**config.mk**
```make
export PLATFORM = sky130hd
export DESIGN_NAME = patan_front
export DESIGN_NICKNAME = d
export VERILOG_FILES = /design/src/rtl/core/patan_pkg.sv /design/src/rtl/core/patan_front.sv
export SDC_FILE = /design/constraint.sdc
export NUM_CORES = 1
export LEC_CHECK = 0
export ABC_AREA = 0
export BUFFER_PORTS_ARGS = -buffer_cell sky130_fd_sc_hd__buf_2
export CORE_MARGIN = 3
export CORE_UTILIZATION = 25
export DETAILED_ROUTE_END_ITERATION = 6
export GPL_TIMING_DRIVEN = 0
export HOLD_SLACK_MARGIN = 0.05
export PLACE_DENSITY_LB_ADDON = 0.05
export SYNTH_ARGS = -nofsm -noshare
export SYNTH_HDL_FRONTEND = slang
export SYNTH_SLANG_ARGS = --single-unit
```
**constraint.sdc**
```tcl
create_clock -name clk -period 2.3 [get_ports clk]
set_input_delay 0.46 -clock clk [delete_from_list [all_inputs] [get_ports clk]]
set_output_delay 0.46 -clock clk [all_outputs]
set_load 0.01 [all_outputs]
```
**src/rtl/core/patan_pkg.sv**
```systemverilog
package patan_pkg;

    localparam int COORD_WIDTH     = 16;
    localparam int ANGLE_FRAC_BITS = 13;
    localparam int OUT_W           = 16;

    // magnitude of the most negative coordinate still fits unsigned
    localparam int MAG_W      = COORD_WIDTH;
    localparam int RATIO_FRAC = 16;
    localparam int RATIO_W    = RATIO_FRAC + 1;
    localparam int DIV_STAGES = RATIO_FRAC;
    localparam int REM_W      = MAG_W + 1;

    // polynomial datapath in Q.30
    localparam int Q_FRAC     = 30;
    localparam int ACC_W      = 32;
    localparam int S_W        = Q_FRAC + 1;
    localparam int A_W        = Q_FRAC + 4;
    localparam int R30_SHIFT  = Q_FRAC - RATIO_FRAC;
    localparam int SQ_SHIFT   = 2 * RATIO_FRAC - Q_FRAC;
    localparam int OUT_SHIFT  = Q_FRAC - ANGLE_FRAC_BITS;

    localparam int HORNER_STEPS = 4;
    // fast mode skips the leading Horner steps
    localparam int FAST_SKIP    = 2;

    localparam int FIFO_DEPTH = 4;
    localparam int FIFO_PTR_W = $clog2(FIFO_DEPTH);
    localparam int FIFO_CNT_W = $clog2(FIFO_DEPTH + 1);

    localparam logic signed [A_W-1:0] Q_PI      = A_W'(64'sd3373259426);
    localparam logic signed [A_W-1:0] Q_HALF_PI = A_W'(64'sd1686629713);

    localparam logic signed [ACC_W-1:0] COEF_PRECISE [HORNER_STEPS+1] = '{
        -32'sd13026979, 32'sd57639932, -32'sd129777902, 32'sd208190476, -32'sd357616157
    };
    localparam logic signed [ACC_W-1:0] COEF_FAST [HORNER_STEPS+1-FAST_SKIP] = '{
        -32'sd49925210, 32'sd171062341, -32'sd351782264
    };

    typedef struct packed {
        logic x_zero;
        logic y_zero;
        logic x_neg;
        logic y_neg;
        logic swap;
        logic equal;
        logic precise;
    } item_flags_t;

    typedef struct packed {
        item_flags_t      flags;
        logic [MAG_W-1:0] lo;
        logic [MAG_W-1:0] hi;
    } front_item_t;

    typedef struct packed {
        item_flags_t        flags;
        logic [RATIO_W-1:0] ratio;
    } div_item_t;

endpackage

```
**src/rtl/core/patan_front.sv**
```systemverilog
module patan_front (
    input  logic                                  clk,
    input  logic                                  rst_n,
    input  logic signed [patan_pkg::COORD_WIDTH-1:0] y_coord,
    input  logic signed [patan_pkg::COORD_WIDTH-1:0] x_coord,
    input  logic                                  in_valid,
    output logic                                  in_ready,
    input  logic                                  precise_mode,
    output patan_pkg::front_item_t                item,
    output logic                                  item_valid,
    input  logic                                  item_ready
);
    import patan_pkg::*;

    logic             valid_reg;
    front_item_t      item_reg;
    front_item_t      item_next;
    logic [MAG_W-1:0] ay;
    logic [MAG_W-1:0] ax;

    always_comb
    begin
        ay = y_coord[COORD_WIDTH-1] ? MAG_W'(-y_coord) : MAG_W'(y_coord);
        ax = x_coord[COORD_WIDTH-1] ? MAG_W'(-x_coord) : MAG_W'(x_coord);
        item_next.flags.x_zero  = (x_coord == '0);
        item_next.flags.y_zero  = (y_coord == '0);
        item_next.flags.x_neg   = x_coord[COORD_WIDTH-1];
        item_next.flags.y_neg   = y_coord[COORD_WIDTH-1];
        item_next.flags.swap    = (ay > ax);
        item_next.flags.equal   = (ay == ax);
        item_next.flags.precise = precise_mode;
        item_next.lo            = (ay > ax) ? ax : ay;
        item_next.hi            = (ay > ax) ? ay : ax;
    end

    assign in_ready   = !valid_reg || item_ready;
    assign item_valid = valid_reg;
    assign item       = item_reg;

    always_ff @(posedge clk or negedge rst_n)
    begin
        if (!rst_n)
        begin
            valid_reg <= 1'b0;
        end
        else if (in_ready)
        begin
            valid_reg <= in_valid;
        end
    end

    always_ff @(posedge clk)
    begin
        if (in_valid && in_ready)
        begin
            item_reg <= item_next;
        end
    end

endmodule

```
After elaboration in Yosys (flattened, before gate mapping)
Cells that the tools add are included.
W data, S select, Z words.
- $lt $le $gt $ge: 1
- equality and inequality tests: 1
- add/subtract/negate cells: 2
- mux-type cells: 4
- reductions and logical operators: 5
- operators by type and width (kind ; number):
    $mux W16 ; 4
    $logic_not A16 Y1 ; 2
    $neg A16 Y16 ; 2
    $eq A16 B16 Y1 ; 1
    $gt A16 B16 Y1 ; 1
    $logic_and A1 B1 Y1 ; 1
    $logic_not A1 Y1 ; 1
    $logic_or A1 B1 Y1 ; 1
- input port bits: 37
- output and inout port bits: 41
- register bits: 40
- word-level logic and storage cells: 23

Depth between registers and ports, before layout
- depth in word-level cells: 4
- mapped depth: 14
- depth with buffers taken out: 13

Worst setup path before layout
Ideal clock, no wire load.
- path kind: input port to flip-flop
- from: input y_coord[4] (netlist bit)
- to: register item_reg (netlist bit item[18]) (data pin)
- cell stages on the path: 12
- library setup time: 0.267 ns
- data required time: 2.033 ns
- buffers on the path: 1
- path slack: -1.045 ns
- arrival time: 3.078 ns
- cells stage by stage: nor3_1 nand3b_1 o41ai_1 xor2_1 inv_1 ha_1 nand4_1 nor4_1 a21bo_2 a31oi_4 buf_8 mux2i_1
- RTL lines (what ; RTL line ; RTL):
    from (decl) ; patan_front.sv:4 ; input logic signed [patan_pkg::COORD_WIDTH-1:0] y_coord,
    to (signal assigned) ; patan_front.sv:56 ; item_reg <= item_next;
    to (decl) ; patan_front.sv:16 ; front_item_t item_reg;

==> key figures <==
Outcome
  • Violated checks: setup timing
  • Result of the run: finished with violations

Place
  • Placer's final routability congestion estimate: 0.718
  • Count of input and output buffers: 77
  • Detailed placer's ending HPWL: 5.39 mm
  • Placed cell count: 439

Finish
  • Post-synthesis to final-layout area growth: 50.5%
  • Finished Layout Cells: 482
  • Multi-input combinational cell area: 1530 µm²
  • Total area of sequential cells: 1200 µm²
  • Core Util, Final: 39.5%
  • Diodes inserted: 0
  • Max FFs per register: 39
  • Layout cells sized above 1: 46.7%
  • Fin nets: 403
  • Fill cell total of the finished layout: 1013

Yosys
  • Portion of the post-synthesis area used by sequential elements: 45.5%
  • Synth area leaders: edfxtp_1, mux2i_1, ha_1
  • Synth cell count leaders: edfxtp_1, mux2i_1, xor2_1
  • Cell with the most instances after synthesis: edfxtp_1
  • Share of the synthesized area in the top cell type: 44.6%
  • Cell area after synthesis: 2630 µm²
  • Mean cell area of the mapped netlist: 11.5 µm²
  • Cell type contributing the most total cell area after synthesis: edfxtp_1
  • Post-synth EDFFs: 39
  • Flop and latch count out of synthesis: 40
  • Post-synthesis instance total: 228
  • Post-synthesis net count: 283
  • Synth unique cells: 32
  • Share of flip-flops with an asynchronous set or reset: 2.50%
  • Most used DFF post-synth: edfxtp_1
  • Number of warnings printed during yosys synthesis: 0

Floorplanning
  • IO Pins: 78
  • Row count: 36
  • Initial core utilization: 26.3%
  • Total die area: 11800 µm²
  • Die H: 108 µm
  • Placeable core area: 10000 µm²
  • Die width: 108 µm

Critical path
  • Slack of the worst reg-to-reg path: 850 ps
  • End of the worst register-to-register path: item[28]
  • Worst r2r path cells: 3
  • Kind of critical path: in2reg
  • Startpoint type of the worst setup path: input pin
  • Critical path required time: 2440 ps
  • Type of element capturing the critical path: register
  • Worst R2R Start: item_valid
  • Critical path fanouts, max: 5
  • Arrival time at the worst endpoint: 3460 ps

Pwr
  • Net switching power: 754 µW
  • Power share of the clock group: 23.7%
  • Share of total power in sequential cells: 37.2%
  • Net switching fraction of the power: 30.3%
  • Power per cell area: 629 nW/µm²
  • Relative contribution of combinational cells to total power: 39.2%
  • Peak supply drop: 0.000268 V
  • Cell Int Power: 1730 µW
  • Static leakage: 0.00172 µW

Worst hold path
  • HP Class: in2reg
  • End point of the worst hold path: item[32]
  • Cell count of the worst hold path: 1
  • Hold Startpoint: precise_mode

Routing
  • Average detailed-routed wire length per instance: 15.8 µm
  • Overall via count from detail_route: 2136
  • Iteration count of the initial detailed-routing pass: 4
  • Antenna Nets Post-Route: 0
  • Wire length reported by the detailed router: 7.59 mm
  • Via density per instance: 4.43
  • Drt first-iter violations: 92
  • Post-route DRC: 0

Global route
  • Number of antenna violations at the first check in global routing: 0
  • Leftover overflow at the end of global routing: 0
  • Overall global routing resource usage: 12.9%
  • Largest net degree at the start of global routing: 25
  • Number of global-route vias before repair: 2106
  • Wire length of the first global-routing pass: 11.5 mm

CTS
  • Number of buffers created by CTS: 5
  • Clock input transition at the sequential cells of the worst setup and hold paths: 80 ps
  • Worst skew pair latency: 300 ps
  • Clock H-tree levels: 2
  • TritonCTS clock tree: done
  • Maximum number of buffers from clock root to sink: 2
  • Clock root buffer: clkbuf_8
  • Clk sinks: 40

Timing
  • Slew at the pin closest to its max-slew limit: 600 ps
  • Setup repair after global routing missed its margin: yes
  • Final setup violation count: 34
  • Max-slew violation total from the final report: 0
  • Worst slew margin relative to its limit: 60.0%
  • Final Worst Setup Slack: -1020 ps
  • Final Skew: 3.59 ps
  • Maximum operating frequency: 301 MHz
  • Post-route minimum period: 3320 ps
  • Portion of the clock cycle consumed by the worst path in the final layout: 144%
  • Final number of hold-violating endpoints: 0

Flow run
  • MaxCap Viol Count: 0
layout by cell type, fill, tap and decap left out, drive strengths merged:
master       count
a21bo            1
a21oi            8
a31oi            1
and2             2
and4             1
buf            113
bufinv           1
clkbuf           9
clkinv           1
clkinvlp         1
dfrtp            1
dlygate4sd3      1
edfxtp          39
ha              18
inv             20
mux2i           34
nand2           18
nand2b           2
nand3            4
nand3b           2
nand4            3
nor2             6
nor2b            4
nor3             6
nor3b            2
nor4             2
o21ai            8
o31ai           10
o41ai            2
or2b             1
or3              1
or4              1
xnor2            2
xor2            24
how the worst max path moves through the flow:
stage | endpoint | cells past startpoint | slack [ps] | startpoint
CTS | item[7] | 13 | -970 | y_coord[7]
finish | item[1] | 16 | -1020 | y_coord[0]
global placement | item[17] | 13 | -1640 | y_coord[4]
detailed placement | item[24] | 13 | -1700 | y_coord[4]
floorplan | item[27] | 12 | -920 | y_coord[4]
global route | item[0] | 13 | -1120 | x_coord[5]
metal layers:
metal / vias up / GRT usage [%] / part of all wire [%] / routed length [µm]
met5: - / 0 / 0 / 0
met4: 0 / 3.25 / 1.0 / 78
met3: 5 / 2.81 / 4.9 / 369
met2: 51 / 20.0 / 47 / 3590
met1: 1012 / 18.2 / 47 / 3550
li1: 1068 / - / - / -
metrics by stage:
step | setup TNS [ps] | hold WS [ps] | total power (µW) | instance area, µm² | setup slack [ps]
final | -32500 | 336 | 2490 | 3950 | -1020
after global routing | -36560 | 314 | 2650 | 3950 | -1120
after floorplan | -29770 | 164 | 1400 | 2680 | -922
after CTS | -31280 | 324 | 2410 | 3720 | -967
after global placement | -60940 | 235 | 1640 | 3230 | -1640
after detailed placement | -55500 | 236 | 1640 | 3260 | -1700
power groups by stage:
stage | logic, µW | clock network [µW] | registers [µW]
6_report | 974 | 590 | 925
5_1_grt | 1060 | 653 | 932
4_1_cts | 860 | 620 | 926
3_5_place_dp | 700 | 0 | 942
3_3_place_gp | 697 | 0 | 943
2_1_floorplan | 416 | 0 | 986
repair_timing:
| item | CTS | global route |
|---|---|---|
| cloned | 1 | 2 |
| pin swaps | 17 | 14 |
| endpoints found under the setup margin | 34 | 34 |
| setup buffers | 23 | 8 |
| hold buffers | 1 | 0 |
| hold endpoints to repair | 1 | 0 |
| gates resized for setup | 28 | 29 |
worst max-delay path, stage by stage:
cell       delay, ps
buf_8            110
inv_6             50
ha_4             140
nor2b_4          170
nand4_1          210
o31ai_2          250
xor2_1           210
inv_1            100
ha_4             290
nand4_4          120
nor4_4           340
a21bo_2          280
a31oi_4          210
buf_12           160
clkbuf_16        160
mux2i_1          200
area by class of cell:
type / count / area share [%]
flip-flops and latches: 40 / 30.3
plain buffers: 5 / 1.74
clock buffers: 5 / 1.74
well taps: 133 / 4.21
repair buffers: 113 / 20.2
clock inverters: 3 / 1.08
inverters: 20 / 2.09
multi-input cells: 163 / 38.7
kinds of logic after synthesis:
kind of cell | after synthesis | synth area share, %
compound gates | 30 | 7.77
xor+xnor | 26 | 8.67
fa+ha+maj | 18 | 8.58
buf+inv | 25 | 4.86
flops | 40 | 45.5
mux | 34 | 13.0
simple gates | 55 | 11.6
Note: power is estimated with default switching activity, not from simulation.
