===== config.mk =====
export PLATFORM = sky130hd
export DESIGN_NAME = patan_div
export DESIGN_NICKNAME = d
export VERILOG_FILES = /design/src/rtl/core/patan_pkg.sv /design/src/rtl/core/patan_div.sv
export SDC_FILE = /design/constraint.sdc
export NUM_CORES = 1
export LEC_CHECK = 0
export ABC_AREA = 1
export BUFFER_PORTS_ARGS = -buffer_cell sky130_fd_sc_hd__buf_4
export CORE_MARGIN = 2
export CORE_UTILIZATION = 45
export CTS_BUF_LIST = sky130_fd_sc_hd__clkbuf_8
export CTS_CLUSTER_SIZE = 40
export DETAILED_ROUTE_END_ITERATION = 6
export GPL_ROUTABILITY_DRIVEN = 0
export PLACE_DENSITY = 0.65
export SLEW_MARGIN = 25
export SYNTH_ARGS = -nofsm -noshare
export SYNTH_HDL_FRONTEND = slang
export SYNTH_SLANG_ARGS = --single-unit

===== constraint.sdc =====
create_clock -name clk -period 4.3 [get_ports clk]
set_input_delay 0.86 -clock clk [delete_from_list [all_inputs] [get_ports clk]]
set_output_delay 0.86 -clock clk [all_outputs]
set_load 0.03 [all_outputs]

===== src/rtl/core/patan_pkg.sv =====
package patan_pkg;

    localparam int COORD_WIDTH     = 16;
    localparam int ANGLE_FRAC_BITS = 13;
    localparam int OUT_W           = 16;

    // magnitude of the most negative coordinate still fits unsigned
    localparam int MAG_W      = COORD_WIDTH;
    localparam int RATIO_FRAC = 16;
    localparam int RATIO_W    = RATIO_FRAC + 1;
    localparam int DIV_STAGES = RATIO_FRAC;
    localparam int REM_W      = MAG_W + 1;

    // polynomial datapath in Q.30
    localparam int Q_FRAC     = 30;
    localparam int ACC_W      = 32;
    localparam int S_W        = Q_FRAC + 1;
    localparam int A_W        = Q_FRAC + 4;
    localparam int R30_SHIFT  = Q_FRAC - RATIO_FRAC;
    localparam int SQ_SHIFT   = 2 * RATIO_FRAC - Q_FRAC;
    localparam int OUT_SHIFT  = Q_FRAC - ANGLE_FRAC_BITS;

    localparam int HORNER_STEPS = 4;
    // fast mode skips the leading Horner steps
    localparam int FAST_SKIP    = 2;

    localparam int FIFO_DEPTH = 4;
    localparam int FIFO_PTR_W = $clog2(FIFO_DEPTH);
    localparam int FIFO_CNT_W = $clog2(FIFO_DEPTH + 1);

    localparam logic signed [A_W-1:0] Q_PI      = A_W'(64'sd3373259426);
    localparam logic signed [A_W-1:0] Q_HALF_PI = A_W'(64'sd1686629713);

    localparam logic signed [ACC_W-1:0] COEF_PRECISE [HORNER_STEPS+1] = '{
        -32'sd13026979, 32'sd57639932, -32'sd129777902, 32'sd208190476, -32'sd357616157
    };
    localparam logic signed [ACC_W-1:0] COEF_FAST [HORNER_STEPS+1-FAST_SKIP] = '{
        -32'sd49925210, 32'sd171062341, -32'sd351782264
    };

    typedef struct packed {
        logic x_zero;
        logic y_zero;
        logic x_neg;
        logic y_neg;
        logic swap;
        logic equal;
        logic precise;
    } item_flags_t;

    typedef struct packed {
        item_flags_t      flags;
        logic [MAG_W-1:0] lo;
        logic [MAG_W-1:0] hi;
    } front_item_t;

    typedef struct packed {
        item_flags_t        flags;
        logic [RATIO_W-1:0] ratio;
    } div_item_t;

endpackage


===== src/rtl/core/patan_div.sv =====
module patan_div (
    input  logic                   clk,
    input  logic                   rst_n,
    input  logic                   en,
    input  patan_pkg::front_item_t item,
    input  logic                   item_valid,
    output patan_pkg::div_item_t   result,
    output logic                   result_valid
);
    import patan_pkg::*;

    logic [DIV_STAGES-1:0] valid_reg;
    logic [REM_W-1:0]      rem_reg   [DIV_STAGES];
    logic [REM_W-1:0]      rem_next  [DIV_STAGES];
    logic [DIV_STAGES-1:0] quo_reg   [DIV_STAGES];
    logic [DIV_STAGES-1:0] quo_next  [DIV_STAGES];
    logic [MAG_W-1:0]      hi_reg    [DIV_STAGES];
    logic [MAG_W-1:0]      hi_in     [DIV_STAGES];
    item_flags_t           flags_reg [DIV_STAGES];
    item_flags_t           flags_in  [DIV_STAGES];
    logic [REM_W-1:0]      rem_in    [DIV_STAGES];
    logic [DIV_STAGES-1:0] quo_in    [DIV_STAGES];
    logic [REM_W-1:0]      rem_sh    [DIV_STAGES];

    // one quotient bit per stage, restoring form
    always_comb
    begin
        for (int k = 0; k < DIV_STAGES; k++)
        begin
            if (k == 0)
            begin
                rem_in[k]   = {1'b0, item.lo};
                quo_in[k]   = '0;
                hi_in[k]    = item.hi;
                flags_in[k] = item.flags;
            end
            else
            begin
                rem_in[k]   = rem_reg[k-1];
                quo_in[k]   = quo_reg[k-1];
                hi_in[k]    = hi_reg[k-1];
                flags_in[k] = flags_reg[k-1];
            end
            rem_sh[k] = {rem_in[k][REM_W-2:0], 1'b0};
            if (rem_sh[k] >= {1'b0, hi_in[k]})
            begin
                rem_next[k] = rem_sh[k] - {1'b0, hi_in[k]};
                quo_next[k] = {quo_in[k][DIV_STAGES-2:0], 1'b1};
            end
            else
            begin
                rem_next[k] = rem_sh[k];
                quo_next[k] = {quo_in[k][DIV_STAGES-2:0], 1'b0};
            end
        end
    end

    always_ff @(posedge clk or negedge rst_n)
    begin
        if (!rst_n)
        begin
            valid_reg <= '0;
        end
        else if (en)
        begin
            valid_reg <= {valid_reg[DIV_STAGES-2:0], item_valid};
        end
    end

    always_ff @(posedge clk)
    begin
        if (en)
        begin
            for (int k = 0; k < DIV_STAGES; k++)
            begin
                rem_reg[k]   <= rem_next[k];
                quo_reg[k]   <= quo_next[k];
                hi_reg[k]    <= hi_in[k];
                flags_reg[k] <= flags_in[k];
            end
        end
    end

    // equal magnitudes give exactly one
    assign result.flags  = flags_reg[DIV_STAGES-1];
    assign result.ratio  = flags_reg[DIV_STAGES-1].equal ? (RATIO_W'(1) << RATIO_FRAC)
                                                         : {1'b0, quo_reg[DIV_STAGES-1]};
    assign result_valid  = valid_reg[DIV_STAGES-1];

endmodule


## After elaboration in Yosys (flattened, before gate mapping)

Memories as Yosys holds them, arrays and structs flattened.
Index checks and enable logic that the tools add are counted.

- Output and inout port bits: 25
- Memories: 4
- Input port bits: 43
- RAM bits: 896
- Flip-flop bits (word level): 16
- Word-level logic and storage cells: 72

- Order comparisons: 16
- Add/sub/neg operators: 16
- Muxes and demuxes: 35

Memories:

| memory | words | width | read ports | clocked after memory_dff | wr ports | RTL line | text |
|---|---|---|---|---|---|---|---|
| rem_reg | 16 | 17 | 15 | 0 | 16 | patan_div.sv:13 | `logic [REM_W-1:0] rem_reg [DIV_STAGES];` |
| hi_reg | 16 | 16 | 15 | 0 | 16 | patan_div.sv:17 | `logic [MAG_W-1:0] hi_reg [DIV_STAGES];` |
| quo_reg | 16 | 16 | 16 | 0 | 16 | patan_div.sv:15 | `logic [DIV_STAGES-1:0] quo_reg [DIV_STAGES];` |
| flags_reg | 16 | 7 | 16 | 0 | 16 | patan_div.sv:19 | `item_flags_t flags_reg [DIV_STAGES];` |

Operators with widths:

| operator | count |
|---|---|
| $mux 17 | 17 |
| $ge 17x16->1 | 16 |
| $sub 17x16->17 | 16 |
| $mux 1 | 18 |

## Depth between registers and ports, before layout

Gate-level depths: netlist of run 1.
An unclocked memory read counts as a cell.

- Word-level depth: 3
- Depth in mapped cells: 15
- Mapped depth without buffers: 13

## Worst setup path after synthesis of run 1

Ideal clock, no wire load.

- Path type: input-to-reg
- Start point: in item[2] in the netlist's numbering
- End point: mem rem_reg[0][15] in the netlist's numbering (data pin)
- Stages on the path: 13
- Data arrival time: 2.073 ns
- Path slack: 1.974 ns
- Cell sequence: inv_1 > ha_1 > clkbuf_2 > nand2_1 > nor2_2 > nand3_1 > nand3_2 > nand2_2 > nand2_4 > inv_4 > buf_6 > nand2_1 > nand2_1

RTL lines:

| item | RTL line | text |
|---|---|---|
| start: declaration | patan_div.sv:5 | `input patan_pkg::front_item_t item,` |
| end: declaration | patan_div.sv:13 |  |

==> results.ini, run 1 <==
[placement]
io_buffers=67
dp.cells=6062
dp_hpwl_um=72300
place_area_mm2=0.0443

[drt]
wl_met2_um=44400
post_drt_wl_per_cell_um=15.3
vias=30700
top_layer=met4
ant_nets=0
drtIter0Drc=2383
wl_um=96600
drc=0
wl_met1_um=45800
dr.pass1.iters=6
viasPerCell=4.88
dr_wl_met3_um=4260

[status]
status=completed

[setup_path]
timing.rr.start=hi_reg[0][126]$_DFFE_PP_
regToRegSetupSlack_ps=1880
cp-endpoint=result[7]
start_kind=register
endpoint_kind=output pin
reg2regPathDepth=10
critical_path_class=reg -> out
reg2reg_to=rem_reg[1][4]$_DFFE_PP_
crit_fanout=12
worstPathRequired_ps=3440
arrival_ps=2030
cp-startpoint=flags_reg[1][50]$_DFFE_PP_

[logic_synthesis]
synth_xor_area_share_pct=2.02
yosys.area_share.simple_pct=26.3
ys_ff_latch=744
synth_top_family_by_area=simple AND/OR/NAND/NOR gates
async_reset_ff_share_pct=2.15
synth_top_area_share_pct=51.5
syn_area_mm2=0.0425
synth.mux.area_fraction_pct=0.0530
synth_fp_nets=5096
synth-edff-count=728
ys.warnings.count=0
synth_adder_area_share_pct=8.22
syn_avg_cell_area_um2=8.88
syn_inst=4783
synth-compound-area-share_pct=2.14
synth_ff_type=edfxtp_1
yosysUniqueCellTypes=40
yosysSeqAreaShare_pct=52.4
yosysTopAreaCell=edfxtp_1
synth_area_leaders=edfxtp_1, nand2_1, inv_1

[hold_path]
hold_path_class=in -> reg

[clocking]
cts_resized=0
path_clk_slew_ps=60
cts.sinks=744
hold_buffers=1
cts_tree=built
post_cts_buffers=0
clk_path_buf_depth=3
clockRootBuffer=clkbuf_8
numCtsBuffers=132
htree_num_levels=4
clk_latency_ps=830

[floorplan]
num_rows=112
die-area_mm2=0.0968
die_x_um=311
dieHeight_um=311
start_util_pct=45.4
io_pins=68
core_region_area_mm2=0.0935

[timing]
rsz0062_at_grt=no
fin_setup_tns_ps=0
slew_viol_final=0
whs_ps=234
setup_violations=0
clock_skew_ps=54.8
hold_violations=0
finalCritPeriodShare_pct=67.2
fmax_mhz=346
worst_pin_slew_ps=581
slew_headroom_pct=61.3
finalCriticalPeriod_ps=2890

[layout]
final_cell_area_mm2=0.0468
layout-area-overhead-vs-synth_pct=10.2
drive_gt1_share_pct=7.94
n_fill_cell=8786
fin_cells=6296
final_nets=5256

[global_route]
overflow=0
grt_pass1_vias=29300
antenna_found_initial=2
globalRouteTotalUtil_pct=20.0
grt_max_degree=109
grt_pass1_wl_um=155000

[power_and_ir_drop]
peakVddDrop_v=0.000350
power_density_mw_per_mm2=646
total_leakage_power_nw=22.7

[job]
maxCapViolations=0

## stage by stage
step / util, % / setup slack (ps) / power, mW
finish: 50.1 / 1410 / 30.2
global route: 50.1 / 1300 / 32.7
CTS: 50.0 / 1290 / 30.4
detailed placement: 47.4 / 1610 / 23.9
global placement: 47.3 / 1620 / 23.7
floorplan: - / 1970 / 20.6
## cell type report
type | count | area, um^2 | share of cell area, %
timing repair buffer | 78 | 691 | 1.48
clock inverter | 99 | 684 | 1.46
antenna | 2 | 5.00 | 0.0107
tap | 1254 | 1570 | 3.35
clock buffer | 132 | 1820 | 3.88
sequential | 744 | 22300 | 47.6
multi-input combinational | 3115 | 16500 | 35.2
inverter | 872 | 3300 | 7.06
## cells in the mapped netlist, drive strengths merged, types with 25 or more instances
library cell / count
a21oi: 143
and2: 41
buf: 41
edfxtp: 728
ha: 255
inv: 872
nand2: 1760
nand3: 296
nand3b: 61
nand4: 68
nor2: 275
nor3: 41
o21ai: 25
xnor2: 31
xor2: 67
## where the power goes
group          switching, mW  internal [mW]  total [mW]
Sequential             0.981           10.1        11.1
Clock                   3.01           3.24        6.26
Combinational           8.48           4.37        12.8
## layout by cell type (no fill, tap or decap), types with 12 or more instances in the layout
master,n
nand3_2,23
clkbuf_8,132
nand2_1,1713
a21oi_1,143
nor2_1,227
or2_2,13
nor3_1,32
fa_1,15
buf_4,68
clkinv_1,25
o21ai_0,25
xor2_1,67
nand3_1,273
inv_1,900
nand3b_1,61
nand2_2,30
dfrtp_1,16
edfxtp_1,728
ha_1,255
nand4_1,68
nor2_2,45
nand2_4,17
and2_1,41
xnor2_1,31
inv_4,12
## critical path, stage by stage (launching register included)
cell and delay, ps:
edfxtp_1 630, buf_8 260, nor2_1 120, buf_4 170
## how the worst min path moves through the flow
| stage | startpoint | to | slack, ps | cells after the start |
|---|---|---|---|---|
| 2_1_floorplan | flags_reg[0][3]$_DFFE_PP_ | flags_reg[0][10]$_DFFE_PP_ | 400 | 0 |
| 6_report | item[36] | flags_reg[0][4]$_DFFE_PP_ | 230 | 1 |
| 3_5_place_dp | flags_reg[0][26]$_DFFE_PP_ | flags_reg[0][33]$_DFFE_PP_ | 400 | 0 |
| 5_1_grt | item[32] | flags_reg[0][0]$_DFFE_PP_ | 170 | 1 |
| 4_1_cts | item[36] | flags_reg[0][4]$_DFFE_PP_ | 120 | 1 |
| 3_3_place_gp | flags_reg[1][15]$_DFFE_PP_ | flags_reg[1][22]$_DFFE_PP_ | 400 | 0 |
## cell families (layout without fill, tap and decap cells)
kind of cell | Yosys count | after routing
flops | 744 | 744
buf+inv | 924 | 1181
compound gates | 177 | 177
fa+ha+maj | 270 | 270
mux | 2 | 2
simple gates | 2568 | 2568
other cells | 0 | 2
xor+xnor | 98 | 98
## per-layer routing
layer / vias up / track usage, %
li1: 15700 / -
met1: 14200 / 27.9
met2: 719 / 32.1
met3: 134 / 3.04
met4: 0 / 6.47
met5: - / 0
Note: power is estimated with default switching activity, not from simulation.
==> run 2, diff against run 1 <==
--- a/config.mk
+++ b/config.mk
@@ -5,7 +5,7 @@
 export SDC_FILE = /design/constraint.sdc
 export NUM_CORES = 1
 export LEC_CHECK = 0
-export ABC_AREA = 1
+export ABC_AREA = 0
 export BUFFER_PORTS_ARGS = -buffer_cell sky130_fd_sc_hd__buf_4
 export CORE_MARGIN = 2
 export CORE_UTILIZATION = 45
==> constraint.sdc (replaced) <==
create_clock -name clk -period 2.8 [get_ports clk]
set_input_delay 0.56 -clock clk [delete_from_list [all_inputs] [get_ports clk]]
set_output_delay 0.56 -clock clk [all_outputs]
set_load 0.03 [all_outputs]
==> run 2 against run 1 <==
  * The flow now finishes with violations (negative setup slack)
  * Synthesized cell count is 39% lower
  * Sequential power increased by 56%
  * Worst hold slack worse by 140 ps
  * Combinational power increased by 96%
  * Die area shrank 12%
  * Critical path type is now reg -> reg
  * Largest power group unchanged
==> results.ini, run 2 <==
[setup_path]
start_kind=register
endpoint_kind=register
arrival_ps=3540
critical_path_class=reg -> reg
crit_fanout=5
worstPathRequired_ps=3350

[global_route]
antenna_found_initial=1
grt_pass1_vias=25700
grt_pass1_wl_um=130000
globalRouteTotalUtil_pct=18.8
grt_max_degree=86
overflow=0

[logic_synthesis]
synth_xor_area_share_pct=3.75
synth_ff_type=edfxtp_1
synth_top_family_by_area=compound AO/OA/AOI/OAI gates
synth-edff-count=728
yosysUniqueCellTypes=83
syn_avg_cell_area_um2=12.8
synth.mux.area_fraction_pct=4.87
yosysMostFrequentCell=edfxtp_1
yosysTopAreaCell=edfxtp_1
syn_inst=2911
syn_area_mm2=0.0374
yosysSeqAreaShare_pct=59.6
synth_top_area_share_pct=58.5
ys.warnings.count=0
synthTopCellsByCount=edfxtp_1, inv_1, ha_1
async_reset_ff_share_pct=2.15
synth_area_leaders=edfxtp_1, ha_1, mux2_2
ys_ff_latch=744
synth_fp_nets=3224
synth_adder_area_share_pct=9.34
synth-compound-area-share_pct=10.6
yosys.area_share.simple_pct=8.10

[timing]
setup_violations=78
finalCriticalPeriod_ps=2990
layout_setup_ws_ps=-189
worst_pin_slew_ps=573
fmax_mhz=335
rsz0062_at_grt=yes
slew_viol_final=0
fin_setup_tns_ps=-4360
hold_violations=0
finalCritPeriodShare_pct=107
slew_headroom_pct=61.6
clock_skew_ps=45.0

[layout]
n_fill_cell=6383
final_common_cell=edfxtp_1
layout_common_cells=edfxtp_1, buf_4, inv_1, ha_1, nor2_1
final_nets=3807
drive_gt1_share_pct=29.6
layout-area-overhead-vs-synth_pct=26.5

[floorplan]
start_util_pct=45.5
io_pins=68
die_x_um=292
dieHeight_um=292
core_region_area_mm2=0.0821
num_rows=105
die-area_mm2=0.0854

[power_and_ir_drop]
p_comb_share_pct=48.0
internal_power_mw=34.3
total_leakage_power_nw=19.3
switching_share_pct=34.3
peakVddDrop_v=0.000489
p_switching_mw=17.9
seqPwrFrac_pct=33.2
totalPowerFinal_mw=52.3
clkPwrFrac_pct=18.9
power_density_mw_per_mm2=1110

[drt]
drtIter0Drc=1504
drc=0
dr.pass1.iters=5
viasPerCell=5.36
vias=25000
post_drt_wl_per_cell_um=17.6
ant_nets=0
wl_um=82200

[hold_path]
hold_path_class=in -> reg

[placement]
place_ws_ps=-265
dp_hpwl_um=54700
io_buffers=67

[clocking]
clk_latency_ps=790
numCtsBuffers=134
clk_path_buf_depth=3
clockRootBuffer=clkbuf_8
path_clk_slew_ps=60
cts_tree=built
cts.sinks=744
htree_num_levels=4

[status]
status=complete, but fails checks
failed_checks=negative setup slack

[job]
maxCapViolations=0

[run 2: cell count changes after synthesis, sizes merged, moves of 46 or more]
| cell | before | now |
|---|---|---|
| nand3b | 61 | 3 |
| o21ai | 25 | 142 |
| xnor2 | 31 | 96 |
| nand3 | 296 | 37 |
| nor2b | 0 | 65 |
| nand2 | 1760 | 124 |
| o21a | 0 | 46 |
| nor2 | 275 | 214 |
| inv | 872 | 313 |
| a21o | 1 | 48 |
| mux2 | 2 | 145 |
[run 2: power by group through the flow]
stage	registers, mW	clock network, mW	logic (mW)
finish	17.3	9.85	25.1
global route	17.6	10.7	27.1
CTS	17.3	10.2	22.4
detailed placement	17.4	0	19.5
global placement	17.4	0	18.7
floorplan	16.8	0	14.2
[run 2: worst max-delay path, stage by stage (launching register included)]
cell	delay, ps
edfxtp_1	390
inv_2	90
ha_4	200
nor2b_4	120
o31a_1	270
o31a_1	290
o41a_1	360
a2111oi_2	320
o21a_2	250
buf_12	140
mux2_4	300
[run 2: cell type report]
class                   instances  area (um^2)  area share [%]
inverters                     313         1180            2.50
flip-flops and latches        744        22300            47.1
clock inverters                96          677            1.43
multi-input cells            1813        15500            32.7
clock buffers                 138         1900            4.02
diodes                          1         2.50         0.00530
repair buffers                488         4430            9.38
well taps                    1070         1340            2.83
[run 2: path summary, 6_finish.rpt]
| check | from | endpoint | slack (ps) | depth (start not counted) |
|---|---|---|---|---|
| worst max-delay path | hi_reg[1][49]$_DFFE_PP_ | rem_reg[1][71]$_DFFE_PP_ | -190 | 10 |
| worst min-delay path | item[0] | hi_reg[0][0]$_DFFE_PP_ | 100 | 2 |
| worst max register to register | hi_reg[1][49]$_DFFE_PP_ | rem_reg[1][71]$_DFFE_PP_ | -190 | 10 |
| worst min register to register | flags_reg[1][45]$_DFFE_PP_ | flags_reg[1][52]$_DFFE_PP_ | 400 | 0 |
| max in group asynchronous | rst_n | valid_reg[8]$_DFFE_PN0P_ | 2450 | 2 |
| min in group asynchronous | rst_n | valid_reg[13]$_DFFE_PN0P_ | 160 | 2 |
[run 2: cells by family (layout without fill, tap and decap cells)]
kind of cell	Yosys count	after routing
AND/OR/NAND/NOR	626	626
XOR/XNOR	160	160
multiplexers	159	159
adder cells (fa/ha/maj)	270	270
flip-flops	744	744
buffers and inverters	354	1035
other	0	1
AO/OA/AOI/OAI	598	598
[run 2: routing by layer]
| metal | routed length [um] | global-route usage (%) |
|---|---|---|
| met3 | 3610 | 3.78 |
| met5 | 0 | 0 |
| met2 | 42400 | 33.2 |
| met4 | 2670 | 8.11 |
| met1 | 33500 | 22.3 |
[run 2: through the flow]
stage	instances	cell area (um^2)	util (%)	hold WS, ps
2_1_floorplan	2911	37500	-	264
3_3_place_gp	4269	41300	50.3	401
3_5_place_dp	4269	41300	50.3	405
4_1_cts	4606	45700	55.7	6.32
5_1_grt	4663	47300	57.5	47.0
6_report	4663	47300	57.5	98.1
[run 2: timing repair]
item / CTS / global route
setup endpoints to repair: 178 / 221
setup buffers: 69 / 63
hold endpoints to repair: 41 / 0
resized for setup: 174 / 264
pin swaps: 50 / 106
hold buffers: 26 / 0
cloned: 11 / 3
