<file path="src/rtl/core/patan_pkg.sv">
package patan_pkg;

    localparam int COORD_WIDTH     = 16;
    localparam int ANGLE_FRAC_BITS = 13;
    localparam int OUT_W           = 16;

    // magnitude of the most negative coordinate still fits unsigned
    localparam int MAG_W      = COORD_WIDTH;
    localparam int RATIO_FRAC = 16;
    localparam int RATIO_W    = RATIO_FRAC + 1;
    localparam int DIV_STAGES = RATIO_FRAC;
    localparam int REM_W      = MAG_W + 1;

    // polynomial datapath in Q.30
    localparam int Q_FRAC     = 30;
    localparam int ACC_W      = 32;
    localparam int S_W        = Q_FRAC + 1;
    localparam int A_W        = Q_FRAC + 4;
    localparam int R30_SHIFT  = Q_FRAC - RATIO_FRAC;
    localparam int SQ_SHIFT   = 2 * RATIO_FRAC - Q_FRAC;
    localparam int OUT_SHIFT  = Q_FRAC - ANGLE_FRAC_BITS;

    localparam int HORNER_STEPS = 4;
    // fast mode skips the leading Horner steps
    localparam int FAST_SKIP    = 2;

    localparam int FIFO_DEPTH = 4;
    localparam int FIFO_PTR_W = $clog2(FIFO_DEPTH);
    localparam int FIFO_CNT_W = $clog2(FIFO_DEPTH + 1);

    localparam logic signed [A_W-1:0] Q_PI      = A_W'(64'sd3373259426);
    localparam logic signed [A_W-1:0] Q_HALF_PI = A_W'(64'sd1686629713);

    localparam logic signed [ACC_W-1:0] COEF_PRECISE [HORNER_STEPS+1] = '{
        -32'sd13026979, 32'sd57639932, -32'sd129777902, 32'sd208190476, -32'sd357616157
    };
    localparam logic signed [ACC_W-1:0] COEF_FAST [HORNER_STEPS+1-FAST_SKIP] = '{
        -32'sd49925210, 32'sd171062341, -32'sd351782264
    };

    typedef struct packed {
        logic x_zero;
        logic y_zero;
        logic x_neg;
        logic y_neg;
        logic swap;
        logic equal;
        logic precise;
    } item_flags_t;

    typedef struct packed {
        item_flags_t      flags;
        logic [MAG_W-1:0] lo;
        logic [MAG_W-1:0] hi;
    } front_item_t;

    typedef struct packed {
        item_flags_t        flags;
        logic [RATIO_W-1:0] ratio;
    } div_item_t;

endpackage

</file>
<file path="src/rtl/core/patan_fifo.sv">
module patan_fifo (
    input  logic                   clk,
    input  logic                   rst_n,
    input  patan_pkg::front_item_t wr_item,
    input  logic                   wr_valid,
    output logic                   wr_ready,
    output patan_pkg::front_item_t rd_item,
    output logic                   rd_valid,
    input  logic                   rd_ready
);
    import patan_pkg::*;

    front_item_t           slot_reg [FIFO_DEPTH];
    logic [FIFO_PTR_W-1:0] wr_ptr_reg;
    logic [FIFO_PTR_W-1:0] wr_ptr_next;
    logic [FIFO_PTR_W-1:0] rd_ptr_reg;
    logic [FIFO_PTR_W-1:0] rd_ptr_next;
    logic [FIFO_CNT_W-1:0] count_reg;
    logic [FIFO_CNT_W-1:0] count_next;
    logic                  push;
    logic                  pop;

    assign wr_ready = (count_reg != FIFO_CNT_W'(FIFO_DEPTH));
    assign rd_valid = (count_reg != '0);
    assign rd_item  = slot_reg[rd_ptr_reg];
    assign push     = wr_valid && wr_ready;
    assign pop      = rd_valid && rd_ready;

    always_comb
    begin
        wr_ptr_next = push ? wr_ptr_reg + 1'b1 : wr_ptr_reg;
        rd_ptr_next = pop ? rd_ptr_reg + 1'b1 : rd_ptr_reg;
        count_next  = count_reg;
        if (push && !pop)
        begin
            count_next = count_reg + 1'b1;
        end
        else if (pop && !push)
        begin
            count_next = count_reg - 1'b1;
        end
    end

    always_ff @(posedge clk or negedge rst_n)
    begin
        if (!rst_n)
        begin
            wr_ptr_reg <= '0;
            rd_ptr_reg <= '0;
            count_reg  <= '0;
        end
        else
        begin
            wr_ptr_reg <= wr_ptr_next;
            rd_ptr_reg <= rd_ptr_next;
            count_reg  <= count_next;
        end
    end

    always_ff @(posedge clk)
    begin
        if (push)
        begin
            slot_reg[wr_ptr_reg] <= wr_item;
        end
    end

`ifndef SYNTHESIS
    a_count_bound: assert property (@(posedge clk) disable iff (!rst_n)
        count_reg <= FIFO_CNT_W'(FIFO_DEPTH))
        else $error("queue count beyond depth");

    a_ptr_match: assert property (@(posedge clk) disable iff (!rst_n)
        FIFO_PTR_W'(wr_ptr_reg - rd_ptr_reg) == count_reg[FIFO_PTR_W-1:0])
        else $error("queue pointers disagree with count");

    a_push_grow: assert property (@(posedge clk) disable iff (!rst_n)
        (push && !pop) |=> (count_reg == $past(count_reg) + 1'b1))
        else $error("transfer into queue lost");
`endif

endmodule

</file>
<file path="config.mk">
export PLATFORM = sky130hd
export DESIGN_NAME = patan_fifo
export DESIGN_NICKNAME = d
export VERILOG_FILES = /design/src/rtl/core/patan_pkg.sv /design/src/rtl/core/patan_fifo.sv
export SDC_FILE = /design/constraint.sdc
export NUM_CORES = 1
export LEC_CHECK = 0
export BUFFER_PORTS_ARGS = -buffer_cell sky130_fd_sc_hd__buf_2
export CAP_MARGIN = 20
export CORE_MARGIN = 5
export CORE_UTILIZATION = 55
export CTS_CLUSTER_SIZE = 30
export DETAILED_ROUTE_END_ITERATION = 10
export PLACE_DENSITY = 0.79
export SLEW_MARGIN = 15
export SYNTH_ARGS = -nofsm -noshare
export SYNTH_HDL_FRONTEND = slang
export SYNTH_SLANG_ARGS = --single-unit
</file>
<file path="constraint.sdc">
create_clock -name clk -period 2.85 [get_ports clk]
set_input_delay 0.57 -clock clk [delete_from_list [all_inputs] [get_ports clk]]
set_output_delay 0.57 -clock clk [all_outputs]
set_load 0.01 [all_outputs]
</file>
Word-level counts from Yosys, hierarchy flattened
Memories as Yosys holds them, arrays and structs flattened.
Index checks and enable logic that the tools add are counted.
{"block": "word_totals", "register_bits": 7, "mem_bits_rw": 156, "inputBits": 43, "output_inout_bits": 41, "n_memories": 1}
{"memory": "slot_reg", "depth": 4, "word_bits": 39, "read_ports": 1, "rd_ports_with_merged_regs": 0, "write_ports": 1, "line": "patan_fifo.sv:13", "source": "front_item_t slot_reg [FIFO_DEPTH];"}
{"block": "classes", "n_addsub": 4, "eq_ne": 1, "mux": 4, "n_reduce_logical": 8}
{"op": "$mux 3", "count": 2}
{"op": "$add 2x1->2 const B", "count": 2}
{"op": "$logic_and 1x1->1", "count": 4}
{"op": "$add 3x1->3 const B", "count": 1}
{"op": "$ne 3x3->1 const B", "count": 1}
{"op": "$reduce_bool 3->1", "count": 1}
{"op": "$sub 3x1->3 const B", "count": 1}
{"op": "$logic_not 1->1", "count": 2}
{"op": "$mux 1", "count": 2}
{"op": "$reduce_bool 2->1", "count": 1}

Longest topological paths before layout
Gate-level depths: netlist of run 1.
{"block": "depth", "word_depth": 6, "depth_mapped": 8}

Least setup slack after synthesis of run 1
Ideal clock, no wire load.
{"block": "synth_timing", "path_kind": "in2reg", "from": "input wr_valid", "to": "memory slot_reg[0][0] (netlist bit), enable pin", "setup_ns": 0.400, "t_arrival_ns": 1.820, "setup_slack_ns": 0.630, "cell_stages": 2, "cell_sequence": "a21boi_2 and2_1"}
{"block": "synth_via", "elab_chain_len": 3}
{"item": "start: declaration", "line": "patan_fifo.sv:5", "source": "input logic wr_valid,"}
{"item": "$logic_and 1x1->1", "line": "patan_fifo.sv:26", "source": "assign push = wr_valid && wr_ready;"}
{"item": "$mux 1", "line": "patan_fifo.sv:62", "source": "if (push)"}
{"item": "$mux 1 (implied by the code)", "line": "patan_fifo.sv:64", "source": "slot_reg[wr_ptr_reg] <= wr_item;"}
{"item": "end: declaration", "line": "patan_fifo.sv:13"}
Every way passes these cells.

==> results of run 1 <==
## cells by family after synthesis
logic type	after synthesis
adders and majority gates	6
muxes	41
buffers and inverters	12
DFF	163
and+or+nand+nor	10
xor gates and xnor gates	6
AOI/OAI and AO/OA	1
## timing repair
action / CTS / global route
setup endpoints to repair: 0 / 0
hold endpoints to repair: 7 / 0
hold buffers: 1 / 0
## worst min path at each step
stage	start	endpoint	depth (start not counted)
floorplan	rst_n	count_reg[0]	0
global placement	rst_n	count_reg[1]	1
detailed placement	rst_n	count_reg[2]	1
CTS	wr_item[19]	slot_reg[3][19]	1
global route	wr_item[19]	slot_reg[3][19]	1
finish	wr_item[28]	slot_reg[1][28]	1
## layout by cell type (no fill, tap or decap), types with 3 or more instances in the layout
cell       Yosys  layout
and2_2         0       4
buf_2          4      83
buf_4          0      12
bufinv_16      0       4
clkbuf_1       0       4
clkbuf_16      0      16
clkbuf_8       0       3
dfrtp_1        7       5
edfxtp_1     156     156
ha_1           5       5
inv_1          3       3
mux4_2        38      38
xnor2_1        4       4
## routing by layer
layer	up-vias	GRT usage, %	part of all wire, %
met5	-	0	0.13
met2	78	28.2	52
li1	1227	-	-
met3	18	4.79	4.7
met1	1425	21.1	41
met4	2	6.96	2.1
## power breakdown
group | leakage (nW) | internal, mW | switching (mW)
Clock | 0.292 | 1.47 | 0.818
Combinational | 0.767 | 1.04 | 1.12
Sequential | 1.51 | 3.18 | 0.172
## synth_stat cells
library cell / number / area share, %
nor2_1: 2 / 0.12
xnor2_1: 4 / 0.58
mux4_1: 1 / 0.43
and2_1: 4 / 0.41
ha_1: 5 / 1.0
nand2_1: 2 / 0.12
edfxtp_1: 156 / 77
inv_1: 3 / 0.19
a21boi_2: 1 / 0.19
fa_1: 1 / 0.33
mux2_2: 2 / 0.37
xor2_1: 2 / 0.29
mux4_2: 38 / 14
buf_12: 4 / 1.3
nand3_1: 1 / 0.082
buf_6: 1 / 0.19
or3_1: 1 / 0.10
dfrtp_1: 7 / 2.9
buf_2: 4 / 0.33
## worst register-to-register path: stages (launching register included)
cell     delay (ns)
dfrtp_1        0.41
or3_1          0.42
nand2_1        0.14
ha_1           0.20
inv_1          0.06
fa_1           0.37
xor2_1         0.17
nor2_1         0.12
xor2_1         0.15
## per-stage QoR
| step | worst slack [ns] | hold WS (ns) | util, % |
|---|---|---|---|
| 3_5_place_dp | 0.683 | 0.419 | 61.6 |
| 4_1_cts | 0.192 | 0.250 | 67.4 |
| 6_report | 0.252 | 0.271 | 67.4 |
| 5_1_grt | 0.115 | 0.244 | 67.4 |
| 2_1_floorplan | 0.630 | 0.274 | - |
| 3_3_place_gp | 0.736 | 0.413 | 61.6 |
## layout make-up
type,instances,area [µm²],area share [%]
Sequential cell,163,4860,66.6
Multi-Input combinational cell,64,1110,15.2
Timing Repair Buffer,97,536,7.33
Clock buffer,23,457,6.25
Tap cell,140,175,2.40
Clock inverter,9,154,2.11
Inverter,3,11.3,0.154
==> results.txt, run 1 <==
# fillers: 701
Register-to-register setup slack: 0.76 ns
Pwr Density: 1070 mW/mm²
Max FFs per register: 156
Hpwl dp: 6670 µm
Syn Inst Count: 239
Hold Path Class: in -> reg
Fmax: 0.385 GHz
Pre-Repair DR Iteration Count: 4
Root buf cell: clkbuf_8
Port buffer count: 83
Outcome: finished, final reports clean
Rel. slew slack: 68.7%
Global route total overflow: 0
Via count: 2750
Largest family of logic cells by synthesized area: multiplexers
Post-CTS resize count: 0
Final WL: 10200 µm
Netlist cell types: 19
Max VDD drop: 533 µV
CP Data Arrival Time: 2.03 ns
Worst setup EP type: output port
Initial antenna violation count: 1
MaxCap Viol Count: 0
Critical Path Source Type: flop
Clock Pin Slew Worst Setup and Hold Paths: 0.06 ns
Worst Setup SP: rd_ptr_reg[0]
Die area: 0.0133 mm²
Worst skew pair latency: 0.51 ns
Crit Path Class: reg -> out
Synth Area in Adders: 1.36%
H-Tree Level Count: 4
Setup Skew: 0.00484 ns
Cell total after placement: 466
Yosys warns: 0
Cells along the critical path: buf_4 > mux4_1 > buf_2
Vias per cell: 5.51
GR Util All Layers: 16.9%
First-pass GRT wire length: 16200 µm
Final period util: 91.1%
Finished Layout Cells: 499
Maximum fanout along the worst path: 24
Setup bufs post-CTS: 0
Final max-slew violation count: 0
Simple-Gate Fraction of Synth Area: 0.843%
Crit Reg-Reg Endpoint: count_reg[2]
Longest Clk Path Bufs: 2
Die W: 115 µm
Routability congestion estimate: 0.688
Syn Area/Cell: 25.5 µm²
XOR/XNOR share of the synthesized area: 0.864%
Vert. Die Dim: 115 µm
Syn nets: 288
DRC Markers: 0
Mapped cell area: 0.00608 mm²
CP Depth: 3
Setup_tns: 0 ns
WP buf/inv: 2
Avg WL per Cell: 20.5 µm
CP peak stage delay: 0.60 ns
Flops & latches, synth: 163
Fin. Hold Viols: 0
Mux share of post-synthesis cell area: 14.9%
Area of the core: 0.0108 mm²
Reg2reg path depth: 8
Num CTS Buffers: 17
Slew @ Worst Pin: 0.470 ns
WP data required: 2.28 ns
Design Area, Final: 0.00730 mm²
Total power draw: 7.80 mW
RSZ-0062 raised after global routing: false
Rows: 38
Crit path capture: rd_item[34]
Diode count: 0
Tmin final: 2.60 ns
I/O Pins: 84
Launch point of the worst reg-to-reg path: count_reg[1]
Final #Nets: 395
Fraction of layout cells with a size suffix above 1: 47.6%
Seq/Total Area, Yosys: 79.9%
# clock sinks: 163
Synthesis-to-finish area growth: 20.0%
Leak: 2.57 nW
Family with the most delay on the worst path: multiplexers
Final setup viols: 0
Vias in the first global route: 2961
Violation count after the first detailed-routing iteration: 148
Initial Utilization: 56.1%
Antenna violation net count after detailed routing: 0
Area after DPL: 0.00668 mm²
Synth Area in Compound Gates: 0.185%
Slowest cell on crit path: mux4_1
Largest net degree at the start of global routing: 31
CTS tree: done
(Power assumes the default switching activity.)
==> run 2: changes to the inputs <==
Settings changed: ABC_AREA set to 1, CORE_ASPECT_RATIO set to 0.7, PLACE_DENSITY 0.79 to 0.78, TNS_END_PERCENT set to 1.
==> results.txt, run 2 <==
Most frequent cells in the layout: edfxtp_1, nand2_1, inv_1, buf_2, o211ai_1
M1 WL: 5480 µm (+30%)
Root buf cell: clkbuf_16
Most area-hungry cell type in the Yosys netlist: edfxtp_1
Final setup viols: 0 (unchanged)
CP Data Arrival Time: 1.97 ns (-0.06 ns)
Simple-Gate Fraction of Synth Area: 8.38% (+7.5 points)
Global route total overflow: 0 (unchanged)
Longest Clk Path Bufs: 2 (unchanged)
Setup bufs post-CTS: 0 (unchanged)
Dpl ws: 0.511 ns (-0.172 ns)
RSZ-0062 raised after global routing: false
Met3 routed WL: 664 µm (+39%)
CTS tree: done
Synth Area in Adders: 1.24% (-0.12 points)
Total power draw: 8.32 mW (+6.7%)
Seq/Total Area, Yosys: 72.8% (-7.0 points)
Hpwl dp: 7420 µm (+11%)
Rows: 33 (-13%)
Cell total after placement: 739 (+59%)
Vias per cell: 5.18 (-5.9%)
Mux share of post-synthesis cell area: 0% (-15 points)
H-Tree Level Count: 4 (unchanged)
MaxCap Viol Count: 0 (unchanged)
Outcome: finished, final reports clean
Syn Inst Count: 515 (+120%)
Hold Path Stages: 1 (unchanged)
DRC Markers: 0 (unchanged)
Leak: 3.22 nW (+25%)
Fraction of layout cells with a size suffix above 1: 20.7% (-27 points)
Fmax: 0.394 GHz (+2.3%)
Top cells by area, synth: edfxtp_1, o211ai_1, nand2_1
Clock Pin Slew Worst Setup and Hold Paths: 0.06 ns (about the same)
Die W: 142 µm (+23%)
Largest net degree at the start of global routing: 56 (+81%)
Routability congestion estimate: 0.705 (+2.5%)
Yosys warns: 0 (unchanged)
Violation count after the first detailed-routing iteration: 230 (+55%)
Syn Area/Cell: 13.0 µm² (-49%)
Die area: 0.0145 mm² (+9.1%)
Num CTS Buffers: 17 (unchanged)
# clock sinks: 163 (unchanged)
I/O Pins: 84 (unchanged)
Fin. Hold Viols: 0 (unchanged)
Share of the synthesized area in the top cell type: 70.2% (-6.8 points)
Most common cell in the synthesized netlist: edfxtp_1
Via count: 4007 (+46%)
Synth cell count leaders: edfxtp_1, nand2_1, inv_1
Largest family of logic cells by synthesized area: compound AO/OA/AOI/OAI gates
Mapped cell area: 0.00667 mm² (+9.7%)
Avg WL per Cell: 16.2 µm (-21%)
Port buffer count: 83 (unchanged)
GR Util All Layers: 18.2% (+1.3 points)
Final max-slew violation count: 0 (unchanged)
Final WL: 12500 µm (+23%)
Pwr Density: 1060 mW/mm² (-0.65%)
Reg2reg path depth: 9 (+1)
Final worst slack: 0.310 ns (+0.0580 ns)
Ys flop type: edfxtp_1
Most common cell after layout, fill and taps aside: edfxtp_1
Rel. slew slack: 64.7% (-3.9 points)
Ys async rst share: 4.29% (unchanged)
Vias in the first global route: 3972 (+34%)
Max FFs per register: 156 (unchanged)
Slew @ Worst Pin: 0.529 ns (+0.0592 ns)
Syn nets: 564 (+96%)
Netlist cell types: 17 (-2)
Antenna violation net count after detailed routing: 0 (unchanged)
Met2 Wirelength: 6200 µm (+17%)
XOR/XNOR share of the synthesized area: 0.131% (-0.73 points)
Maximum fanout along the worst path: 41 (+71%)
Hold Path Class: in -> reg
Post-synth EDFFs: 156 (unchanged)
Final period util: 89.1% (-2.0 points)
Crit Path Class: reg -> out
Critical Path Source Type: flop
Final #Nets: 651 (+65%)
Uppermost layer routed: met5
Area of the core: 0.0118 mm² (+8.9%)
Setup Skew: 0.00732 ns (+0.00249 ns)
WP data required: 2.28 ns (about the same)
Flops & latches, synth: 163 (unchanged)
Worst skew pair latency: 0.40 ns (-0.11 ns)
Initial antenna violation count: 2 (+1)
Initial Utilization: 56.5% (+0.38 points)
Synth Area in Compound Gates: 8.85% (+8.7 points)
Finished Layout Cells: 773 (+55%)
Max VDD drop: 583 µV (+9.3%)
Pre-Repair DR Iteration Count: 4 (unchanged)
Tmin final: 2.54 ns (-0.0580 ns)
Synthesis-to-finish area growth: 17.5%
# fillers: 846 (+21%)
Vert. Die Dim: 102 µm (-11%)
First-pass GRT wire length: 20000 µm (+24%)
Worst setup EP type: output port
==> run 2: changes by cell type in the layout (fill, tap and decap cells not counted), sizes merged, moves of 3 or more <==
cell	before	now
mux4	39	0
nand2	2	134
buf	96	93
inv	3	93
nand3	1	7
xnor2	4	1
and2	4	0
clkinv	3	6
o211ai	0	78
==> run 2: logic make-up (layout without fill, tap and decap cells) <==
logic type / Yosys count / after routing
fa+ha+maj: 6 / 6
other cells: 0 / 1
buf+inv: 120 / 220
simple gates: 146 / 146
flops: 163 / 163
compound gates: 79 / 79
xor+xnor: 1 / 1
==> run 2: worst max-delay path, cell delays in order (launching register included) <==
cell and delay, ns:
dfrtp_1 0.42, inv_4 0.33, buf_4 0.33, nand2_1 0.12, o211ai_1 0.12, nand2_1 0.08
buf_2 0.14
==> run 2: worst paths after layout <==
kind,start,endpoint,slack [ns]
setup / recovery,rd_ptr_reg[0],rd_item[26],0.31
hold reg to reg,count_reg[2],count_reg[2],0.53
min in group asynchronous,rst_n,wr_ptr_reg[0],0.54
hold / removal,wr_item[30],slot_reg[3][30],0.37
setup reg to reg,count_reg[0],count_reg[1],0.71
max in group asynchronous,rst_n,rd_ptr_reg[1],2.14
==> run 2: power breakdown <==
group	total [mW]	switching (mW)	internal, mW	leakage [nW]
clock	2.23	0.856	1.37	0.274
sequential	3.29	0.137	3.16	1.51
combinational	2.80	1.83	0.968	1.43
total	8.32	2.82	5.49	3.22
==> run 2: through the flow <==
stage	area [µm²]	utilization (%)	TNS, ns	hold slack [ns]
floorplan	6670	-	-8.32	0.274
global placement	7250	61.4	0	0.408
detailed placement	7250	61.4	0	0.416
CTS	7840	66.4	0	0.357
global route	7840	66.4	0	0.365
finish	7840	66.4	0	0.375
==> run 2: cell type report <==
cell class                      instances  area (µm²)  share of cell area [%]
Multi-Input combinational cell        232        1270                    16.2
Clock buffer                           21         440                    5.62
Tap cell                              157         196                    2.51
Sequential cell                       163        4860                    62.0
Inverter                               94         357                    4.55
Clock inverter                         11         136                    1.74
Timing Repair Buffer                   94         576                    7.34
Antenna cell                            1        2.50                  0.0319
==> run 2: metal layers <==
metal | vias to the layer above | global-route usage [%]
met3 | 18 | 4.58
met4 | 4 | 6.34
met5 | - | 0
met2 | 102 | 30.3
met1 | 1930 | 23.8
li1 | 1953 | -
==> run 2: what timing repair did <==
item / CTS / global route
resized for setup: 1 / 0
setup endpoints to repair: 1 / 0
hold endpoints to repair: 7 / 0
hold buffers: 1 / 0
==> run 3: changes to the inputs <==
Settings changed: MAX_ROUTING_LAYER set to met4.
==> results.txt, run 3 (synthesized netlist as in run 2, its figures left out) <==
Tmin final: 2.52 ns (-0.0163 ns)
Maximum fanout along the worst path: 41 (unchanged)
Hpwl dp: 7420 µm (unchanged)
DRC Markers: 0 (unchanged)
Vias per cell: 5.16 (-0.53%)
Die W: 142 µm (unchanged)
Fmax: 0.396 GHz (+0.65%)
Hold Path Class: in -> reg
Worst skew pair latency: 0.40 ns (about the same)
Longest Clk Path Bufs: 2 (unchanged)
Final WL: 12600 µm (+0.35%)
Worst setup EP type: output port
Port buffer count: 83 (unchanged)
First-pass GRT wire length: 20000 µm (-0.10%)
Rows: 33 (unchanged)
Initial antenna violation count: 2 (unchanged)
I/O Pins: 84 (unchanged)
Global route total overflow: 0 (unchanged)
Switching Power: 2.82 mW (about the same)
Clock Pin Slew Worst Setup and Hold Paths: 0.06 ns (about the same)
Combinational share of power: 33.6% (about the same)
Final max-slew violation count: 0 (unchanged)
Fraction of layout cells with a size suffix above 1: 20.7% (unchanged)
RSZ-0062 raised after global routing: false
Switching share of power: 34.0% (about the same)
Uppermost layer routed: met4
Avg WL per Cell: 16.2 µm (about the same)
Root buf cell: clkbuf_16
Max VDD drop: 583 µV (about the same)
Leak: 3.22 nW (about the same)
Final setup viols: 0 (unchanged)
GR Util All Layers: 18.8% (+0.59 points)
Num CTS Buffers: 17 (unchanged)
Critical Path Source Type: flop
CP peak stage delay: 0.42 ns (about the same)
# clock sinks: 163 (unchanged)
Final Core Density: 66.4% (about the same)
Cell occurring most often along the worst timing path: nand2_1
Die area: 0.0145 mm² (unchanged)
MaxCap Viol Count: 0 (unchanged)
Internal power: 5.49 mW (about the same)
Area of the core: 0.0118 mm² (unchanged)
Largest net degree at the start of global routing: 56 (unchanged)
CP Data Arrival Time: 1.95 ns (-0.02 ns)
Rel. slew slack: 65.0% (+0.25 points)
Reg2reg path depth: 9 (unchanged)
Pre-Repair DR Iteration Count: 4 (unchanged)
Met3 routed WL: 805 µm (+21%)
Initial Utilization: 56.5% (unchanged)
CTS tree: done
Total power draw: 8.32 mW (about the same)
Cells along the critical path: inv_4 > buf_4 > nand2_1 > o211ai_1 > nand2_1 > buf_2
Worst hold margin: 0.373 ns (-0.00185 ns)
Setup Skew: 0.00824 ns (+0.000919 ns)
Most frequent cells in the layout: edfxtp_1, nand2_1, inv_1, buf_2, o211ai_1
H-Tree Level Count: 4 (unchanged)
Most common cell after layout, fill and taps aside: edfxtp_1
Slew @ Worst Pin: 0.526 ns (-0.00374 ns)
M1 WL: 5450 µm (-0.69%)
Crit Path Class: reg -> out
Antenna violation net count after detailed routing: 0 (unchanged)
Vias in the first global route: 3978 (+0.15%)
Final period util: 88.5% (-0.57 points)
Hold Path Stages: 1 (unchanged)
Setup bufs post-CTS: 0 (unchanged)
Vert. Die Dim: 102 µm (unchanged)
Fin. Hold Viols: 0 (unchanged)
WP data required: 2.28 ns (about the same)
Sequential power share: 39.6% (about the same)
Family with the most delay on the worst path: buffers and inverters
Final #Nets: 651 (unchanged)
Slowest cell on crit path: dfrtp_1
Violation count after the first detailed-routing iteration: 231 (+0.43%)
WP buf/inv: 3 (unchanged)
Via count: 3996 (-0.27%)
CP Depth: 6 (unchanged)
Power share of the clock group: 26.8% (about the same)
Outcome: finished, final reports clean
Routability congestion estimate: 0.713 (+1.1%)
Pwr Density: 1060 mW/mm² (about the same)
Max FFs per register: 156 (unchanged)
Synthesis-to-finish area growth: 17.6% (about the same)
Met2 Wirelength: 6240 µm (+0.55%)
[run 3: cell count changes in the layout (fill, tap and decap cells not counted), sizes merged]
| cell | change |
|---|---|
| diode | +2 |
[run 3: path summary, 6_finish.rpt]
check,from,endpoint,slack [ns]
worst max register to register,count_reg[0],count_reg[1],0.72
max in group asynchronous,rst_n,rd_ptr_reg[1],2.13
worst min register to register,count_reg[2],count_reg[2],0.53
min in group asynchronous,rst_n,count_reg[1],0.54
worst max-delay path,rd_ptr_reg[0],rd_item[26],0.33
worst min-delay path,wr_item[30],slot_reg[3][30],0.37
[run 3: repair_timing]
| action | 4_1_cts | 5_1_grt |
|---|---|---|
| hold buffers | 1 | 0 |
| resized for setup | 1 | 0 |
| setup endpoints to repair | 1 | 0 |
| hold endpoints to repair | 7 | 0 |
[run 3: per-layer routing]
layer	global-route usage, %	up-vias
met5	-	-
met3	4.54	8
met4	6.34	0
li1	-	1959
met2	30.4	101
met1	23.7	1928
[run 3: worst register-to-register path, cell delays in order (launching register included)]
cell,delay (ns)
dfrtp_1,0.42
inv_1,0.09
nand3_1,0.14
nand2_1,0.39
inv_1,0.11
ha_1,0.24
inv_1,0.09
fa_1,0.41
nand2_1,0.07
o21ai_0,0.07
[run 3: power by group through the flow]
stage	clock network (mW)	registers [mW]	logic (mW)
after floorplan	0	3.33	1.92
after global placement	0	3.32	2.73
after detailed placement	0	3.34	2.82
after CTS	2.26	3.30	2.85
after global routing	2.37	3.33	3.11
final	2.23	3.29	2.80
[run 3: per-stage QoR]
step           cell area, µm²  instances  TNS, ns  setup WS, ns
2_1_floorplan            6670        515    -8.32       -0.0533
3_3_place_gp             7250        739        0         0.560
3_5_place_dp             7250        739        0         0.511
4_1_cts                  7840        772        0         0.322
5_1_grt                  7840        774        0         0.194
6_report                 7850        775        0         0.327
[run 3: layout make-up]
class / instances / area [µm²]
antenna: 3 / 7.51
sequential: 163 / 4860
inverter: 94 / 357
fill: 844 / 3960
tap: 157 / 196
multi-input combinational: 232 / 1270
clock buffer: 21 / 440
clock inverter: 11 / 136
timing repair buffer: 94 / 576
